<file path="src/sv/scic_pkg.sv">
`timescale 1ns / 1ps
// ----------------------------------------------------------------------------
// scic_pkg
// Shared types and constants for the sample chunk inlet checker.
// ----------------------------------------------------------------------------
package scic_pkg;

  localparam int MSG_HDR_BYTES_DEF   = 8;
  localparam int CFG_HDR_BYTES_DEF   = 4;
  localparam int CHUNK_HDR_BYTES_DEF = 4;

  localparam int DIVIDEND_W = 16;
  localparam int DIVISOR_W  = 8;
  localparam int DIV_CNT_W  = 4;
  localparam int OFS_W      = 11;

  localparam logic [7:0]  CT_VOID     = 8'd0;
  localparam logic [7:0]  CT_WAVE     = 8'd1;
  localparam logic [7:0]  VER_MASK    = 8'h30;
  localparam logic [23:0] MIN_DUR     = 24'd200;
  localparam logic [3:0]  ERR_LIMIT   = 4'd10;

  typedef enum logic [3:0] {
    ST_VOID  = 4'd0,
    ST_FWD   = 4'd1,
    ST_CFG   = 4'd2,
    ST_LEN   = 4'd3,
    ST_VER   = 4'd4,
    ST_SHORT = 4'd5,
    ST_PAST  = 4'd6,
    ST_SKIP  = 4'd7,
    ST_TYPE  = 4'd8
  } status_t;

  typedef enum logic [1:0] {
    S_IDLE,
    S_PREP,
    S_DIV,
    S_DONE
  } state_t;

  typedef struct packed {
    logic busy;
    logic done;
  } div_stat_t;

endpackage

</file>
<file path="src/sv/scic_div.sv">
`timescale 1ns / 1ps
// ----------------------------------------------------------------------------
// scic_div
// Serial restoring divider, one quotient bit per cycle.
// ----------------------------------------------------------------------------
module scic_div
  import scic_pkg::*;
(
  input  logic                  clk,
  input  logic                  rst_n,
  input  logic                  start,
  input  logic [DIVIDEND_W-1:0] dividend,
  input  logic [DIVISOR_W-1:0]  divisor,
  output div_stat_t             stat,
  output logic [DIVIDEND_W-1:0] quotient,
  output logic [DIVISOR_W-1:0]  remainder
);

  logic                  busy_r, busy_nxt;
  logic                  done_r, done_nxt;
  logic [DIV_CNT_W-1:0]  cnt_r, cnt_nxt;
  logic [DIVISOR_W-1:0]  rem_r, rem_nxt;
  logic [DIVIDEND_W-1:0] quo_r, quo_nxt;
  logic [DIVISOR_W-1:0]  dvs_r, dvs_nxt;
  logic [DIVISOR_W:0]    trial;
  logic                  fits;

  always_comb begin
    trial    = {rem_r, quo_r[DIVIDEND_W-1]};
    fits     = trial >= {1'b0, dvs_r};
    busy_nxt = busy_r;
    done_nxt = 1'b0;
    cnt_nxt  = cnt_r;
    rem_nxt  = rem_r;
    quo_nxt  = quo_r;
    dvs_nxt  = dvs_r;
    if (start) begin
      busy_nxt = 1'b1;
      cnt_nxt  = '0;
      rem_nxt  = '0;
      quo_nxt  = dividend;
      dvs_nxt  = divisor;
    end else if (busy_r) begin
      rem_nxt = fits ? DIVISOR_W'(trial - {1'b0, dvs_r}) : trial[DIVISOR_W-1:0];
      quo_nxt = {quo_r[DIVIDEND_W-2:0], fits};
      cnt_nxt = cnt_r + 1'b1;
      if (cnt_r == {DIV_CNT_W{1'b1}}) begin
        busy_nxt = 1'b0;
        done_nxt = 1'b1;
      end
    end
  end

  always_ff @(posedge clk) begin
    if (!rst_n) begin
      busy_r <= 1'b0;
      done_r <= 1'b0;
      cnt_r  <= '0;
    end else begin
      busy_r <= busy_nxt;
      done_r <= done_nxt;
      cnt_r  <= cnt_nxt;
    end
  end

  always_ff @(posedge clk) begin
    rem_r <= rem_nxt;
    quo_r <= quo_nxt;
    dvs_r <= dvs_nxt;
  end

  assign stat.busy = busy_r;
  assign stat.done = done_r;
  assign quotient  = quo_r;
  assign remainder = rem_r;

endmodule

</file>
<file path="config.mk">
export PLATFORM = sky130hd
export DESIGN_NAME = scic_div
export DESIGN_NICKNAME = d
export VERILOG_FILES = /design/src/sv/scic_pkg.sv /design/src/sv/scic_div.sv
export SDC_FILE = /design/constraint.sdc
export NUM_CORES = 1
export LEC_CHECK = 0
export BUFFER_PORTS_ARGS = -buffer_cell sky130_fd_sc_hd__buf_2
export CORE_UTILIZATION = 48
export CTS_BUF_LIST = sky130_fd_sc_hd__clkbuf_8
export DETAILED_ROUTE_END_ITERATION = 7
export PLACE_DENSITY = 0.79
export RECOVER_POWER = 25
export SYNTH_ARGS = -nofsm -noshare
export SYNTH_HDL_FRONTEND = slang
export SYNTH_SLANG_ARGS = --single-unit
</file>
<file path="constraint.sdc">
create_clock -name clk -period 4.2 [get_ports clk]
set_clock_uncertainty 0.1 [all_clocks]
set_input_delay 1.26 -clock clk [delete_from_list [all_inputs] [get_ports clk]]
set_output_delay 1.26 -clock clk [all_outputs]
set_load 0.01 [all_outputs]
</file>
# After elaboration in Yosys (flattened, before gate mapping)
# Index checks and enable logic that the tools add are counted.
dict set report totals {
  out_inout_bits 26
  input_bits 27
  register_bits 38
}
dict set report op_classes {
  addsub 2
  order_cmp 1
  bitwise 2
  mux 7
  n_reduce_logical 3
  eq_ne 1
}
# cell n
set op_table {}
lappend op_table {{$mux W16} 2}
lappend op_table {{$ge A9 B8 Y1} 1}
lappend op_table {{$mux W8} 1}
lappend op_table {{$sub A8 B8 Y8} 1}
lappend op_table {{$add A4 B1 Y4 const B} 1}
lappend op_table {{$eq A4 B4 Y1 const B} 1}
lappend op_table {{$mux W1} 4}
lappend op_table {{$reduce_or A3 Y1} 1}
lappend op_table {{$not A1 Y1} 2}
lappend op_table {{$reduce_bool A2 Y1} 1}
lappend op_table {{$reduce_or A2 Y1} 1}

# Logic depth before layout (Yosys ltp)
dict set report depth {
  word_depth 4
  mapped_depth 8
}

# Worst setup path after synthesis
# No wires, ideal clock.
dict set report synth_path {
  path_kind {input port to flip-flop}
  start {input port start}
  end {register quo_r[10] (netlist: quotient[10]), data pin}
  slack_ns 1.623
  arrival_time_ns 2.217
  setup_time_ns 0.260
  path_buffers 2
  cell_stages 3
  cell_sequence {clkbuf_1 -> buf_1 -> mux2_2}
}
dict set report synth_between {
  elab_chain_len 1
}
# element line_no
set synth_rtl {}
lappend synth_rtl {{from (decl)} scic_div.sv:11} ;# input logic start,
lappend synth_rtl {{$mux W16} scic_div.sv:37} ;# if (start) begin
lappend synth_rtl {{net quo_nxt[10]} scic_div.sv:23} ;# logic [DIVIDEND_W-1:0] quo_r, quo_nxt;
lappend synth_rtl {{to (signal assigned)} scic_div.sv:68} ;# quo_r <= quo_nxt;
lappend synth_rtl {{to (decl)} scic_div.sv:23}
# The timed path passes the listed nets, and every way through them passes these cells.
# A chain may end at the register's enable or synchronous reset.

# Worst setup path after layout
dict set report layout_path {
  start {register busy_r}
  end {output port stat[1] (netlist bit)}
}
# element line_no
set layout_lines {}
lappend layout_lines {{from (decl)} scic_div.sv:19} ;# logic busy_r, busy_nxt;
lappend layout_lines {{from (signal assigned)} scic_div.sv:60} ;# busy_r <= busy_nxt;
lappend layout_lines {{to (decl)} scic_div.sv:14} ;# output div_stat_t stat,
# No word-level cell between the ends.

==> flow_metrics.tcl <==
set metrics [dict create \
    routed_wirelength_um 3930 \
    fin_crit_ns 2.69 \
    start_kind "flip-flop" \
    yosysWarnings 0 \
    place.gp.congestion 0.765 \
    cp.arrival_ns 1.33 \
    setup_viol 0 \
    first_pass_iters 7 \
    holdPathStages 2 \
    total_power_uw 957 \
    hold-path-endpoint "done_r" \
    synth_adder_area_share_pct 6.73 \
    ios 53 \
    nets 266 \
    rrSetupSlack_ns 1.67 \
    clockBufferDepth 2 \
    yosys.area_share.xor_xnor_pct 3.11 \
    ir_drop_mv 0.215 \
    h-tree-depth 2 \
    synth_top_area_share_pct 36.5 \
    synth_enable_flop_cells 24 \
    status "completed" \
    antenna_found_initial 0 \
    cts_hold_buffers 0 \
    grt_pass1_wl_um 6430 \
    slew_viol_final 0 \
    ys_seq_area_share_pct 50.8 \
    route.detailed.wl_per_inst_um 14.2 \
    finalHoldViolations 0 \
    tns_ns 0 \
    cts.reportedPaths.clkPinSlew_ns 0.07 \
    diodes 0 \
    vias_per_cell 5.29 \
    dp_cells 270 \
    synth_top_family_by_area "compound AO/OA/AOI/OAI gates" \
    critical_path.slowest_cell "dfxtp_1" \
    multi_input_area_sq_um 881 \
    avgSynthCellArea_sq_um 11.1 \
    reg2reg_depth 8 \
    cts_sinks 38 \
    track_usage_pct 20.3 \
    row_count 22 \
    core_sq_um 3800 \
    num-fill-cells 323 \
    utilization_pct 62.1 \
    die_w_um 66.1 \
    synth_flop_cell "edfxtp_1" \
    tritoncts "done" \
    yosysTopAreaCell "edfxtp_1" \
    grt_max_degree 40 \
    drc_errors 0 \
    vias 1472 \
    drtAntennaViolNets 0 \
    clock_latency_ns 0.28 \
    reg2reg_to "remainder[6]" \
    cp_top_family "flip-flops" \
    synth-simple-area-share_pct 12.8 \
    maxCapViolations 0 \
    grt-ovfl-total 0 \
    worstMarginPinSlew_ns 0.728 \
    port_buffers 52 \
    synthCells 178 \
    stdcell_count 278 \
    grt_pass1_vias 1431 \
    critPathMaxStageDelay_ns 0.79 \
    p_per_area_nw_per_um2 406 \
    muxShareOfSynthArea_pct 9.07 \
    crit_type "flip-flop to output pin" \
    synthesis.area_sq_um 1970 \
    critPathBufInv 1 \
    drt_iter0_markers 101 \
    synthesis.nets 215 \
    synth_async_sr_flop_share_pct 0 \
    synth_compound_area_share_pct 13.0 \
    rr_startpoint "quotient[15]" \
    cts_setup_buffers 0 \
    worst_hold_startpoint "cnt_r[3]" \
    numCtsBuffers 5 \
    slew_headroom_pct 51.4 \
    cts_resized 0 \
    crit_fanout 22 \
    critPathRequiredTime_ns 2.84 \
    place_hpwl_um 2880 \
    timing.fmax_mhz 372 \
    syn_to_final_growth_pct 19.6 \
    drive_gt1_share_pct 33.5 \
    leakage_nw 0.972 \
    synth.top_cells.by_area "edfxtp_1 37%, dfxtp_1 14%, mux2_2 8.6%" \
    rsz0062_at_grt "no" \
    seqCellArea_sq_um 1000 \
    holdWs_ns 0.369 \
    cts-root-buf "clkbuf_8" \
    crit_path_end_kind "output pin" \
    die_h_um 66.1 \
    hp-class "flip-flop to flip-flop" \
    start_util_pct 51.9 \
    period_share_pct 64.1 \
    synth.distinct_cells 41 \
    dieArea_sq_um 4370 \
    crit_path_cell_trace "buf_2" \
    ys_ff_latch 38 \
]
where the power goes:
| part | switching [mW] | internal, mW | total, mW |
|---|---|---|---|
| Sequential | 0.0255 | 0.435 | 0.460 |
| Clock | 0.123 | 0.173 | 0.296 |
| Combinational | 0.110 | 0.0913 | 0.201 |
| Total | 0.259 | 0.699 | 0.957 |
registers in the layout (all words and copies together) (netlist names):
name / cells
busy_r: 1
cnt_r: 4
done_r: 1
dvs_r: 8
quotient: 16
remainder: 8
cell usage in the layout, fill, tap and decap left out, drive strengths merged, types with 4 or more instances in the layout:
master and n:
buf 50, edfxtp 24, nor2 17, inv 16
mux2 15, dfxtp 14, nand2 9, ha 9
a21oi 7, clkbuf 7, nand2b 6, nand3 6
a311oi 6, o21ai 6, xnor2 4
layer usage:
layer,wire (um),vias to the layer above,track usage (%)
met1,1690,686,24.4
li1,-,748,-
met2,2040,32,33.8
met4,61,0,8.24
met3,140,6,5.86
met5,0,-,0
stage by stage:
step	instance area (sq um)	setup slack [ns]
floorplan	1970	1.62
global placement	2250	1.31
detailed placement	2250	1.23
CTS	2360	1.52
global route	2360	1.42
finish	2360	1.51
cell families (layout without fill, tap and decap cells):
logic type / Yosys count / count (layout)
and+or+nand+nor: 51 / 51
DFF: 38 / 38
AOI/OAI and AO/OA: 34 / 34
buffers and inverters: 22 / 74
muxes: 16 / 16
adders and majority gates: 10 / 10
xor gates and xnor gates: 7 / 7
how the worst max path moves through the flow:
stage	from	end	slack (ns)	cells past startpoint
6_report	busy_r	stat[1]	1.51	1
5_1_grt	start	remainder[7]	1.42	5
4_1_cts	busy_r	stat[1]	1.52	1
3_5_place_dp	start	remainder[7]	1.23	5
3_3_place_gp	start	remainder[3]	1.31	4
2_1_floorplan	start	quotient[10]	1.62	3
layout make-up:
cell class | instances | area share, %
clock buffer | 5 | 2.92
clock inverter | 3 | 1.59
inverter | 14 | 2.23
multi-input combinational | 118 | 37.3
sequential | 38 | 42.4
tap | 48 | 2.55
timing repair buffer | 52 | 10.9
synthesized netlist by cell type, types with 2 or more instances:
library cell  number
edfxtp_1          24
nand2b_1           6
o21ai_1            2
nor3_1             2
or3b_2             2
a311o_1            2
clkbuf_1           4
or4_1              2
dfxtp_1           14
inv_1             14
a21o_1             3
a21oi_2            2
a311oi_1           5
xor2_1             3
buf_1              2
o21ai_0            4
nand2_1            9
o211ai_1           2
xnor2_1            4
a21oi_1            5
ha_1               9
buf_4              2
nor2b_1            3
mux2_2            15
nand3_1            6
nor2_1            17
Note: power is estimated with default switching activity, not from simulation.
